**config.mk**
```make
export PLATFORM = sky130hd
export DESIGN_NAME = indexed_array_list_core
export DESIGN_NICKNAME = d
export VERILOG_FILES = /design/src/hw/rtl/iala_pkg.sv /design/src/hw/rtl/iala_cell.sv /design/src/hw/rtl/indexed_array_list_core.sv
export SDC_FILE = /design/constraint.sdc
export NUM_CORES = 1
export LEC_CHECK = 0
export BUFFER_PORTS_ARGS = -buffer_cell sky130_fd_sc_hd__clkbuf_2
export CORE_MARGIN = 5
export CORE_UTILIZATION = 50
export CTS_CLUSTER_SIZE = 14
export DETAILED_ROUTE_END_ITERATION = 10
export GPL_ROUTABILITY_DRIVEN = 0
export PLACE_DENSITY = 0.67
export SLEW_MARGIN = 20
export SYNTH_ARGS = -nofsm -noshare
export SYNTH_HDL_FRONTEND = slang
export SYNTH_HIERARCHICAL = 1
export SYNTH_SLANG_ARGS = --single-unit
```
**constraint.sdc**
```tcl
create_clock -name i_clk -period 11.1 [get_ports i_clk]
set_input_delay 2.22 -clock i_clk [delete_from_list [all_inputs] [get_ports i_clk]]
set_output_delay 2.22 -clock i_clk [all_outputs]
set_load 0.02 [all_outputs]
```
**src/hw/rtl/iala_pkg.sv**
```systemverilog
package iala_pkg;

    localparam int CAPACITY_DEF   = 8;
    localparam int WORD_WIDTH_DEF = 32;

    localparam int FUNC_W  = 2;
    localparam int INDEX_W = 4;
    localparam int VALUE_W = 32;
    localparam int POS_W   = 3;
    localparam int COUNT_W = 4;

    localparam int IN_FIELDS_W  = FUNC_W + INDEX_W + VALUE_W;
    localparam int IN_TDATA_W   = ((IN_FIELDS_W + 7) / 8) * 8;
    localparam int OUT_FIELDS_W = 1 + 1 + POS_W + VALUE_W + COUNT_W + 1;
    localparam int OUT_TDATA_W  = ((OUT_FIELDS_W + 7) / 8) * 8;

    typedef enum logic [FUNC_W-1:0] {
        FUNC_INSERT = 2'd0,
        FUNC_DELETE = 2'd1,
        FUNC_FIND   = 2'd2,
        FUNC_CLEAR  = 2'd3
    } t_func;

    // command broadcast to every cell of the chain
    typedef struct packed {
        logic               go;
        logic               ins_ok;
        logic               del_ok;
        logic [INDEX_W-1:0] index;
    } t_cell_cmd;

endpackage

```
**src/hw/rtl/iala_cell.sv**
```systemverilog
module iala_cell
    import iala_pkg::*;
#(
    parameter int POS        = 0,
    parameter int WORD_WIDTH = WORD_WIDTH_DEF,
    parameter int CNT_W      = 4
) (
    input  logic                  i_clk,
    input  t_cell_cmd             i_cmd,
    input  logic [CNT_W-1:0]      i_count,
    input  logic [WORD_WIDTH-1:0] i_word,
    input  logic [WORD_WIDTH-1:0] i_left,
    input  logic [WORD_WIDTH-1:0] i_right,
    output logic [WORD_WIDTH-1:0] o_word,
    output logic                  o_match
);

    localparam logic [31:0] POS_U = 32'(POS);

    logic [WORD_WIDTH-1:0] r_word;
    logic [WORD_WIDTH-1:0] n_word;
    logic                  r_match;
    logic                  n_match;
    logic [31:0]           w_idx;

    assign w_idx = 32'(i_cmd.index);

    always_comb begin
        n_word  = r_word;
        n_match = r_match;
        if (i_cmd.go) begin
            // compare against the list as it stood before this transaction
            n_match = (r_word == i_word) && (32'(i_count) > POS_U);
            if (i_cmd.ins_ok) begin
                if (w_idx < POS_U) begin
                    n_word = i_left;
                end else if (w_idx == POS_U) begin
                    n_word = i_word;
                end
            end else if (i_cmd.del_ok) begin
                if (w_idx <= POS_U) begin
                    n_word = i_right;
                end
            end
        end
    end

    always_ff @(posedge i_clk) begin
        r_word  <= n_word;
        r_match <= n_match;
    end

    assign o_word  = r_word;
    assign o_match = r_match;

endmodule

```
**src/hw/rtl/indexed_array_list_core.sv**
```systemverilog
// Ordered list of up to CAPACITY words, kept in a chain of cells.
// Input stream (s_axis): one transaction per operation. tdata carries func,
// index and value; func selects insert, delete, find or clear.
// Output stream (m_axis): exactly one result transaction per input, in order,
// carrying ok, found, position, removed_value, count and empty_res.
// Insert and delete move every cell at once: each cell keeps its word or loads
// the new word, its lower or upper neighbor's in the cycle the input is accepted.
// Find compares all cells in that same cycle and registers one match bit per
// cell; the lowest matching position is picked when the operation moves from
// the operation stage into the output register, which holds the result.
// Throughput: one operation per cycle while the output is taken; the limit is
// the parallel shift of the cell chain.
// A result waits in the output register while the receiver stalls; one more
// operation can be accepted behind it, then tready drops until it is taken.
// Reset empties the list and drops both pipeline stages; entry words are not
// cleared, since only positions below the count are ever read.
module indexed_array_list_core
    import iala_pkg::*;
#(
    parameter int CAPACITY   = CAPACITY_DEF,
    parameter int WORD_WIDTH = WORD_WIDTH_DEF
) (
    input  logic                   i_clk,
    input  logic                   i_rst_n,
    input  logic                   i_s_axis_tvalid,
    output logic                   o_s_axis_tready,
    // [1:0] func, [5:2] index, [37:6] value, rest zero
    input  logic [IN_TDATA_W-1:0]  i_s_axis_tdata,
    output logic                   o_m_axis_tvalid,
    input  logic                   i_m_axis_tready,
    // [0] ok, [1] found, [4:2] position, [36:5] removed_value, [40:37] count,
    // [41] empty_res, rest zero
    output logic [OUT_TDATA_W-1:0] o_m_axis_tdata
);

    localparam int CNT_W = $clog2(CAPACITY + 1);
    localparam int SEL_W = $clog2(CAPACITY);
    localparam int CMP_W = (CNT_W > INDEX_W) ? CNT_W : INDEX_W;

    t_func                 w_func;
    logic [INDEX_W-1:0]    w_index;
    logic [VALUE_W-1:0]    w_value;
    logic [WORD_WIDTH-1:0] w_word;
    logic [CMP_W-1:0]      w_idx_c;
    logic [CMP_W-1:0]      w_cnt_c;
    logic                  w_s_acc;
    logic                  w_adv;
    logic                  w_ins_ok;
    logic                  w_del_ok;
    t_cell_cmd             w_cmd;

    logic [WORD_WIDTH-1:0] w_cell_word [CAPACITY];
    logic [CAPACITY-1:0]   w_match;
    logic                  w_hit;
    logic [SEL_W-1:0]      w_hit_pos;

    logic [CNT_W-1:0]      r_count, n_count;
    logic                  r_a_valid, n_a_valid;
    logic                  r_a_ok, n_a_ok;
    logic                  r_a_find, n_a_find;
    logic [WORD_WIDTH-1:0] r_a_removed, n_a_removed;

    logic                  r_o_valid, n_o_valid;
    logic                  r_o_ok, n_o_ok;
    logic                  r_o_found, n_o_found;
    logic [POS_W-1:0]      r_o_pos, n_o_pos;
    logic [VALUE_W-1:0]    r_o_removed, n_o_removed;
    logic [COUNT_W-1:0]    r_o_count, n_o_count;
    logic                  r_o_empty, n_o_empty;

    assign w_func  = t_func'(i_s_axis_tdata[FUNC_W-1:0]);
    assign w_index = i_s_axis_tdata[FUNC_W +: INDEX_W];
    assign w_value = i_s_axis_tdata[FUNC_W+INDEX_W +: VALUE_W];
    assign w_word  = WORD_WIDTH'(w_value);

    assign w_adv           = r_a_valid && (!r_o_valid || i_m_axis_tready);
    assign o_s_axis_tready = !r_a_valid || w_adv;
    assign w_s_acc         = i_s_axis_tvalid && o_s_axis_tready;

    assign w_idx_c  = CMP_W'(w_index);
    assign w_cnt_c  = CMP_W'(r_count);
    assign w_ins_ok = (w_func == FUNC_INSERT) && (r_count != CNT_W'(CAPACITY))
                      && (w_idx_c <= w_cnt_c);
    assign w_del_ok = (w_func == FUNC_DELETE) && (w_idx_c < w_cnt_c);

    assign w_cmd.go     = w_s_acc;
    assign w_cmd.ins_ok = w_ins_ok;
    assign w_cmd.del_ok = w_del_ok;
    assign w_cmd.index  = w_index;

    for (genvar g = 0; g < CAPACITY; g++) begin : g_cell
        logic [WORD_WIDTH-1:0] w_left;
        logic [WORD_WIDTH-1:0] w_right;

        if (g == 0) begin : g_first
            assign w_left = w_cell_word[g];
        end else begin : g_mid_l
            assign w_left = w_cell_word[g-1];
        end
        if (g == CAPACITY - 1) begin : g_last
            assign w_right = w_cell_word[g];
        end else begin : g_mid_r
            assign w_right = w_cell_word[g+1];
        end

        iala_cell #(
            .POS        (g),
            .WORD_WIDTH (WORD_WIDTH),
            .CNT_W      (CNT_W)
        ) u_cell (
            .i_clk   (i_clk),
            .i_cmd   (w_cmd),
            .i_count (r_count),
            .i_word  (w_word),
            .i_left  (w_left),
            .i_right (w_right),
            .o_word  (w_cell_word[g]),
            .o_match (w_match[g])
        );
    end

    // lowest matching cell wins
    always_comb begin
        w_hit     = 1'b0;
        w_hit_pos = '0;
        for (int i = CAPACITY - 1; i >= 0; i--) begin
            if (w_match[i]) begin
                w_hit     = 1'b1;
                w_hit_pos = SEL_W'(i);
            end
        end
    end

    always_comb begin
        n_count     = r_count;
        n_a_valid   = r_a_valid;
        n_a_ok      = r_a_ok;
        n_a_find    = r_a_find;
        n_a_removed = r_a_removed;
        if (w_adv) begin
            n_a_valid = 1'b0;
        end
        if (w_s_acc) begin
            n_a_valid   = 1'b1;
            n_a_find    = (w_func == FUNC_FIND);
            n_a_ok      = w_ins_ok || w_del_ok || (w_func == FUNC_CLEAR);
            n_a_removed = w_del_ok ? w_cell_word[SEL_W'(w_index)] : '0;
            priority if (w_func == FUNC_CLEAR) begin
                n_count = '0;
            end else if (w_ins_ok) begin
                n_count = r_count + 1'b1;
            end else if (w_del_ok) begin
                n_count = r_count - 1'b1;
            end else begin
                n_count = r_count;
            end
        end
    end

    always_comb begin
        n_o_valid   = r_o_valid;
        n_o_ok      = r_o_ok;
        n_o_found   = r_o_found;
        n_o_pos     = r_o_pos;
        n_o_removed = r_o_removed;
        n_o_count   = r_o_count;
        n_o_empty   = r_o_empty;
        if (r_o_valid && i_m_axis_tready) begin
            n_o_valid = 1'b0;
        end
        if (w_adv) begin
            n_o_valid   = 1'b1;
            n_o_ok      = r_a_find ? w_hit : r_a_ok;
            n_o_found   = r_a_find && w_hit;
            n_o_pos     = (r_a_find && w_hit) ? POS_W'(w_hit_pos) : '0;
            n_o_removed = VALUE_W'(r_a_removed);
            // count already reflects this transaction
            n_o_count   = COUNT_W'(r_count);
            n_o_empty   = (r_count == '0);
        end
    end

    always_ff @(posedge i_clk) begin
        if (!i_rst_n) begin
            r_count   <= '0;
            r_a_valid <= 1'b0;
            r_o_valid <= 1'b0;
        end else begin
            r_count   <= n_count;
            r_a_valid <= n_a_valid;
            r_o_valid <= n_o_valid;
        end
    end

    always_ff @(posedge i_clk) begin
        r_a_ok      <= n_a_ok;
        r_a_find    <= n_a_find;
        r_a_removed <= n_a_removed;
        r_o_ok      <= n_o_ok;
        r_o_found   <= n_o_found;
        r_o_pos     <= n_o_pos;
        r_o_removed <= n_o_removed;
        r_o_count   <= n_o_count;
        r_o_empty   <= n_o_empty;
    end

    assign o_m_axis_tvalid = r_o_valid;
    assign o_m_axis_tdata  = OUT_TDATA_W'({r_o_empty, r_o_count, r_o_removed,
                                           r_o_pos, r_o_found, r_o_ok});

`ifndef SYNTHESIS
    a_count_max: assert property (@(posedge i_clk) disable iff (!i_rst_n)
        r_count <= CNT_W'(CAPACITY))
        else $error("entry count above capacity");

    a_clear: assert property (@(posedge i_clk) disable iff (!i_rst_n)
        w_s_acc && (w_func == FUNC_CLEAR) |=> r_count == '0)
        else $error("clear did not empty the list");

    a_insert: assert property (@(posedge i_clk) disable iff (!i_rst_n)
        w_s_acc && w_ins_ok |=> r_count == CNT_W'($past(r_count) + 1'b1))
        else $error("insert did not grow the count by one");

    a_found_ok: assert property (@(posedge i_clk) disable iff (!i_rst_n)
        r_o_valid && r_o_found |-> r_o_ok)
        else $error("found result without ok");

    a_stage_kept: assert property (@(posedge i_clk) disable iff (!i_rst_n)
        r_a_valid && !w_adv |=> r_a_valid)
        else $error("pending operation dropped");
`endif

endmodule

```
==> out/qor.txt, run 1 <==
Fill count: 3585
Synth area leaders: edfxtp_1, mux2i_1, xor2_1, mux4_2, a21oi_1
Maxcap violations: 0
Main synth FF type: edfxtp_1
Status: complete, no violations
Final non-filler cell total: 2369
Cell variety after synth: 62
Achievable frequency: 159 MHz
Hold Path Class: reg2reg
Power Density: 142 mW/mm2
Clock skew: 0.0210 ns
Crit-path max FO: 171
Yosys warns: 6
R2R Path Start: r_count[1]
Mean Syn Cell Area: 12.1 um2
Most common cell in the netlist: edfxtp_1
NumNets Final: 1849
CTS tree: yes
First-pass DRT Iterations: 5
Vias per std cell: 6.26
Via count: 14.8k
Die Wd: 216 um
Clock sink total: 346
Core area: 0.0419 mm2
Cts repair resizes: 0
Commonest cells post-synth: edfxtp_1, nor2_1, mux2i_1
Storage cell area: 0.0103 mm2
Crit path time final: 6.27 ns
CTS max path bufs: 3
Initial Util: 50.5%
Reg2reg path depth: 10
Fraction of registers with async set/reset: 0%
Hold buffers post-CTS: 0
Worst-path clk slew: 0.06 ns
Row count: 75
Total CTS buffers: 40
EDFF count, synth: 340
Capturing point of the worst reg2reg path: g_cell[0].u_cell/o_word[6]
Critical path arrival: 6.58 ns
Register area share after synthesis: 48.8%
RSZ-0062 raised after global routing: false
Setup TNS: 0 ns
Routed Wire Length: 66100 um
Remaining routing DRC violations: 0
Worst-margin pin slew: 1.04 ns
Synth top area share: 48.3%
Mapped Area: 0.0212 mm2
Final HPWL DP: 43200 um
Vias in the first global route: 13.7k
Post-Place Cells: 2294
Synthesis-stage register bit count: 346
Worst path required time: 11.41 ns
First-pass GRT wire length: 95100 um
Final hold vios: 0
Crit path launch: i_s_axis_tdata[3]
CP endpoint: g_cell[0].u_cell/o_word[6]
Total die area: 0.0465 mm2
Clk_lat worst skew: 0.57 ns
Tot GR Track Use: 27.6%
Post-CTS Setup Bufs: 0
CTS Root Cell: clkbuf_16
IO Pins: 94
Endpoint class of the critical path: flip-flop
Count of pins over their slew limit: 0
Worst setup SP type: primary input
Tcrit/Tclk final: 56.5%
Die H: 216 um
Mapped Cells: 1743
Share of post-route cells with drive strength above 1: 16.1%
Pleak: 8.19 nW
DR WL/cell: 27.9 um
Final ANT Viol Nets: 0
Peak VDD IR: 0.000102 V
Finish-stage setup viols: 0
Largest net degree at the start of global routing: 172
Footprint of the multi-input gates: 0.0101 mm2
Flop-to-flop setup slack: 6.24 ns
Port Buffers: 85
# H-tree levels: 2
Initial antenna violation count: 7
Worst Path Class, Setup: in2reg
Synthesis-to-layout area growth: 9.38%
Slew HR: 30.2%
Yosys top cell by area: edfxtp_1
GR Overflow Total: 0
DR iter-0 viols: 2301
-- power breakdown --
| part | leakage, nW | switching (mW) | internal [mW] |
|---|---|---|---|
| sequential | 3.19 | 0.0275 | 1.48 |
| combinational | 4.39 | 0.313 | 0.165 |
| clock | 0.616 | 0.533 | 0.768 |
| total | 8.19 | 0.873 | 2.42 |
-- logic make-up (layout without fill, tap and decap cells) --
family | after synthesis | after routing | synth area share [%]
other cells | 1 | 12 | 0.0177
xor+xnor | 258 | 258 | 10.7
simple gates | 395 | 395 | 8.81
fa+ha+maj | 7 | 7 | 0.450
compound gates | 261 | 261 | 6.70
buf+inv | 120 | 196 | 3.70
mux | 355 | 355 | 20.8
flops | 346 | 346 | 48.8
-- layout make-up --
cell class	instances	area share, %
sequential	346	44.7
timing repair buffer	113	2.83
multi-input combinational	1282	43.8
tap	539	2.92
clock buffer	54	4.82
clock inverter	14	0.595
antenna	6	0.0649
inverter	15	0.276
-- worst min path at each step --
stage	startpoint	to	slack, ns	cells past startpoint
finish	r_a_removed[7]	r_o_removed[7]	0.42	0
global route	r_a_removed[28]	r_o_removed[28]	0.43	0
floorplan	r_a_removed[0]	r_o_removed[0]	0.40	0
global placement	r_a_removed[13]	r_o_removed[13]	0.40	0
CTS	r_a_removed[19]	r_o_removed[19]	0.42	0
detailed placement	r_a_removed[19]	r_o_removed[19]	0.40	0
-- critical path, stage by stage --
cell	delay, ns
buf_4	0.58
ha_1	0.36
nor2b_1	0.14
o21ai_1	0.15
a32o_1	0.24
nand2_1	0.22
inv_8	0.66
buf_4	0.71
buf_4	0.71
mux2_2	0.41
-- layer usage --
metal / track usage, % / wire (um) / up-vias
met4: 10.4 / 2880 / 2
met2: 41.5 / 29900 / 798
met1: 39.5 / 26600 / 7241
met5: 0 / 7 / -
met3: 5.86 / 6800 / 153
li1: - / - / 6639
-- metrics by stage --
stage / power, mW / worst slack (ns) / hold WS [ns] / utilization [%] / instance area, um2
finish: 3.29 / 4.83 / 0.416 / 55.3 / 23100
global route: 3.39 / 4.57 / 0.427 / 55.3 / 23100
CTS: 3.30 / 4.91 / 0.418 / 55.2 / 23100
detailed placement: 2.00 / 4.33 / 0.405 / 52.2 / 21800
global placement: 1.99 / 4.38 / 0.403 / 52.2 / 21800
floorplan: 1.85 / 0.692 / 0.400 / - / 21200
-- cell usage in the layout (no fill, tap or decap), types with 8 or more instances in the layout --
cell type,instances
a21oi_1,228
buf_4,30
clkbuf_1,9
clkbuf_16,41
clkbuf_2,82
edfxtp_1,340
inv_1,13
mux2_2,32
mux2i_1,259
mux4_2,63
nand2_1,10
nand3_1,8
nand4_1,21
nor2_1,265
nor3_1,11
nor4_1,49
nor4_2,8
xnor2_1,47
xor2_1,211
-- sequential cells by signal (all words and copies together), names as in the netlist --
register / flops
o_m_axis_tvalid: 1
r_a_valid: 1
g_cell.u_cell/o_match: 8
r_o_pos: 3
r_a_find: 1
r_count: 4
r_a_ok: 1
r_o_count: 4
r_o_found: 1
r_o_removed: 32
r_a_removed: 32
r_o_ok: 1
g_cell.u_cell/o_word: 256
r_o_empty: 1
No activity file was read; power rests on OpenSTA's default activity.
==> run 2, diff against run 1 <==
Settings changed: ABC_AREA from default to 1, PLACE_DENSITY 0.67 to 0.69.
Clock period 11.1 ns to 5.5 ns, I/O delays scaled along.
==> run 2 against run 1 <==
Compared with the run above: global-route usage is 5.5 points higher; cell count is 60% higher; largest cell class is now multi-input combinational cells; sequential power rose by 100%; largest power group unchanged; final area rose by 8.2%; die area up 8.9%; setup slack lost 3.0 ns.
==> out/qor.txt, run 2 <==
Storage cell area: 0.0103 mm2 (unchanged)
Clk_lat worst skew: 0.58 ns (was 0.57 ns)
Reg2reg path depth: 10 (unchanged)
Setup TNS: 0 ns (unchanged)
Post-CTS Setup Bufs: 0 (unchanged)
Mapped Area: 0.0231 mm2 (was 0.0212 mm2)
Synthesis-to-layout area growth: 8.17% (was 9.38%)
CTS Root Cell: clkbuf_16 (unchanged)
Mean Syn Cell Area: 7.36 um2 (was 12.1 um2)
Synth area leaders: edfxtp_1, nand2_1, nor2_1, a31oi_1, inv_1 (was edfxtp_1, mux2i_1, xor2_1, mux4_2, a21oi_1)
EDFF count, synth: 340 (unchanged)
Initial antenna violation count: 4 (was 7)
Vias in the first global route: 20.3k (was 13.7k)
Total CTS buffers: 42 (was 40)
CTS max path bufs: 3 (unchanged)
Fill count: 4245 (was 3585)
Worst-margin pin slew: 1.23 ns (was 1.04 ns)
DR WL/cell: 23.0 um (was 27.9 um)
Register area share after synthesis: 44.7% (was 48.8%)
Worst Path Class, Setup: in2reg (unchanged)
Synth top area share: 44.1% (was 48.3%)
Row count: 78 (was 75)
Critical path arrival: 3.89 ns (was 6.58 ns)
Die Wd: 225 um (was 216 um)
Crit-path slowest cell: buf_4 (unchanged)
Port Buffers: 85 (unchanged)
Placed inst area: 0.0237 mm2 (was 0.0218 mm2)
Share of post-route cells with drive strength above 1: 7.01% (was 16.1%)
Capturing point of the worst reg2reg path: g_cell[2].u_cell/o_word[23] (was g_cell[0].u_cell/o_word[6])
NumNets Final: 3201 (was 1849)
Slew HR: 17.7% (was 30.2%)
CP max stage delay: 0.64 ns (was 0.71 ns)
Worst-path clk slew: 0.06 ns (about the same)
Final ANT Viol Nets: 0 (unchanged)
Footprint of the multi-input gates: 0.0106 mm2 (was 0.0101 mm2)
Critical path cell sequence: clkbuf_2 > ha_1 > a21oi_1 > nand2_1 > nand2_1 > nand2_1 > inv_8 > o21ai_0 > a2111oi_4 > buf_4 (was buf_4 > ha_1 > nor2b_1 > o21ai_1 > a32o_1 > nand2_1 > inv_8 > buf_4 > buf_4 > mux2_2)
Finish-stage setup viols: 0 (unchanged)
Status: complete, no violations (unchanged)
Leading cell type in the layout, fill and taps excluded: nand2_1 (was edfxtp_1)
Hold buffers post-CTS: 0 (unchanged)
Count of pins over their slew limit: 0 (unchanged)
Largest register FFs: 256 (unchanged)
Synthesis-stage register bit count: 346 (unchanged)
Fraction of registers with async set/reset: 0% (unchanged)
Most common cell in the netlist: nand2_1 (was edfxtp_1)
Commonest cells post-synth: nand2_1, nor2_1, edfxtp_1 (was edfxtp_1, nor2_1, mux2i_1)
Cell variety after synth: 42 (was 62)
Yosys warns: 6 (unchanged)
IO Pins: 94 (unchanged)
Final HPWL DP: 55500 um (was 43200 um)
RSZ-0062 raised after global routing: false (unchanged)
Tcrit/Tclk final: 67.0%
Mapped Cells: 3142 (was 1743)
Cts repair resizes: 0 (unchanged)
Crit path time final: 3.69 ns
Flop-to-flop setup slack: 1.91 ns (was 6.24 ns)
Yosys top cell by area: edfxtp_1 (unchanged)
DR iter-0 viols: 4025 (was 2301)
Final hold vios: 0 (unchanged)
# H-tree levels: 2 (unchanged)
Design area: 0.0250 mm2 (was 0.0231 mm2)
Largest net degree at the start of global routing: 249 (was 172)
GR Overflow Total: 0 (unchanged)
Power, Total: 6.80 mW (was 3.29 mW)
Initial Util: 50.8% (was 50.5%)
Endpoint class of the critical path: flip-flop (unchanged)
Worst setup SP type: primary input (unchanged)
Tot GR Track Use: 33.1% (was 27.6%)
Peak VDD IR: 0.000209 V (was 0.000102 V)
Crit-path max FO: 31 (was 171)
Crit path top cell by count: nand2_1 (was buf_4)
Routed Wire Length: 87200 um (was 66100 um)
Clock sink total: 346 (unchanged)
WHS: 0.417 ns (was 0.416 ns)
CTS tree: yes (unchanged)
Hold endpoint: r_o_removed[14] (was r_o_removed[7])
Remaining routing DRC violations: 0 (unchanged)
Vias per std cell: 6.06 (was 6.26)
Achievable frequency: 271 MHz
R2R Path Start: r_count[3] (was r_count[1])
Hold_sp: r_a_removed[14] (was r_a_removed[7])
First-pass DRT Iterations: 7 (was 5)
Core area: 0.0456 mm2 (was 0.0419 mm2)
Main synth FF type: edfxtp_1 (unchanged)
Hold depth: 0 (unchanged)
Hold Path Class: reg2reg (unchanged)
Die H: 225 um (was 216 um)
Pleak: 10.9 nW (was 8.19 nW)
Total die area: 0.0507 mm2 (was 0.0465 mm2)
Via count: 22.9k (was 14.8k)
First-pass GRT wire length: 128000 um (was 95100 um)
Clock skew: 0.0131 ns (was 0.0210 ns)
Power Density: 272 mW/mm2 (was 142 mW/mm2)
Highest-count cells in the layout ignoring fill and taps: nand2_1, nor2_1, edfxtp_1 (was edfxtp_1, nor2_1, mux2i_1)
Maxcap violations: 0 (unchanged)
Worst path required time: 5.71 ns (was 11.41 ns)
[run 2: cell types whose count changed after synthesis, moves of 41 or more]
cell,previous run,this run
a21oi_1,229,13
a31oi_1,2,225
buf_6,5,46
inv_1,14,326
mux2i_1,259,0
mux4_2,63,0
nand2_1,10,999
nand3_1,8,58
nor2_1,266,647
nor4_1,51,2
o21ai_0,4,133
o32ai_1,0,64
xor2_1,211,11
[run 2: worst max-delay path by stage]
stage	slack (ns)	end	cells after the start	startpoint
CTS	1.87	g_cell[2].u_cell/o_word[3]	10	i_s_axis_tdata[5]
detailed placement	1.26	g_cell[2].u_cell/o_word[24]	10	i_s_axis_tdata[5]
global placement	1.35	g_cell[2].u_cell/o_word[24]	10	i_s_axis_tdata[5]
finish	1.81	g_cell[2].u_cell/o_word[23]	10	i_s_axis_tdata[5]
global route	1.70	g_cell[2].u_cell/o_word[3]	12	i_s_axis_tdata[5]
floorplan	0.004	g_cell[5].u_cell/o_word[0]	16	i_s_axis_tdata[2]
[run 2: cell type report]
type                    count  share of cell area (%)
multi-input cells        2304                    42.2
clock buffers              45                    4.25
diodes                      3                  0.0300
clock inverters            30                    1.09
well taps                 600                    3.00
repair buffers            120                    3.02
flip-flops and latches    346                    41.3
inverters                 336                    5.09
[run 2: layer usage]
layer | routed length [um] | global-route usage, % | vias to the layer above | share of wire, %
met3 | 13100 | 7.85 | 365 | 15
li1 | - | - | 10300 | -
met2 | 36300 | 47.4 | 1871 | 42
met1 | 31300 | 45.3 | 10500 | 36
met5 | 0 | 0 | - | 0
met4 | 6500 | 20.6 | 0 | 7.5
[run 2: logic make-up after synthesis]
group,after synthesis,synth area share [%]
xor+xnor,89,3.37
flops,346,44.7
other cells,1,0.0162
fa+ha+maj,7,0.411
compound gates,467,12.6
simple gates,1735,28.9
buf+inv,497,10.1
[run 2: stage by stage]
step	util, %	setup WS (ns)	instances
2_1_floorplan	-	0.00378	3147
3_3_place_gp	51.9	1.35	3705
3_5_place_dp	52.0	1.26	3706
4_1_cts	54.9	1.87	3781
5_1_grt	54.9	1.70	3783
6_report	54.9	1.81	3784
[run 2: worst max-delay path, delay by kind of cell]
| kind | cells | cell delay, ns |
|---|---|---|
| AND/OR/NAND/NOR | 3 | 0.35 |
| buffers and inverters | 3 | 1.39 |
| adder cells (fa/ha/maj) | 1 | 0.36 |
| AO/OA/AOI/OAI | 3 | 0.65 |
[run 2: report_power, final]
group,total [mW],switching [mW],leakage [nW],internal [mW]
clock,2.78,1.19,0.652,1.59
combinational,0.986,0.720,7.09,0.266
sequential,3.03,0.0539,3.19,2.98
total,6.80,1.97,10.9,4.83
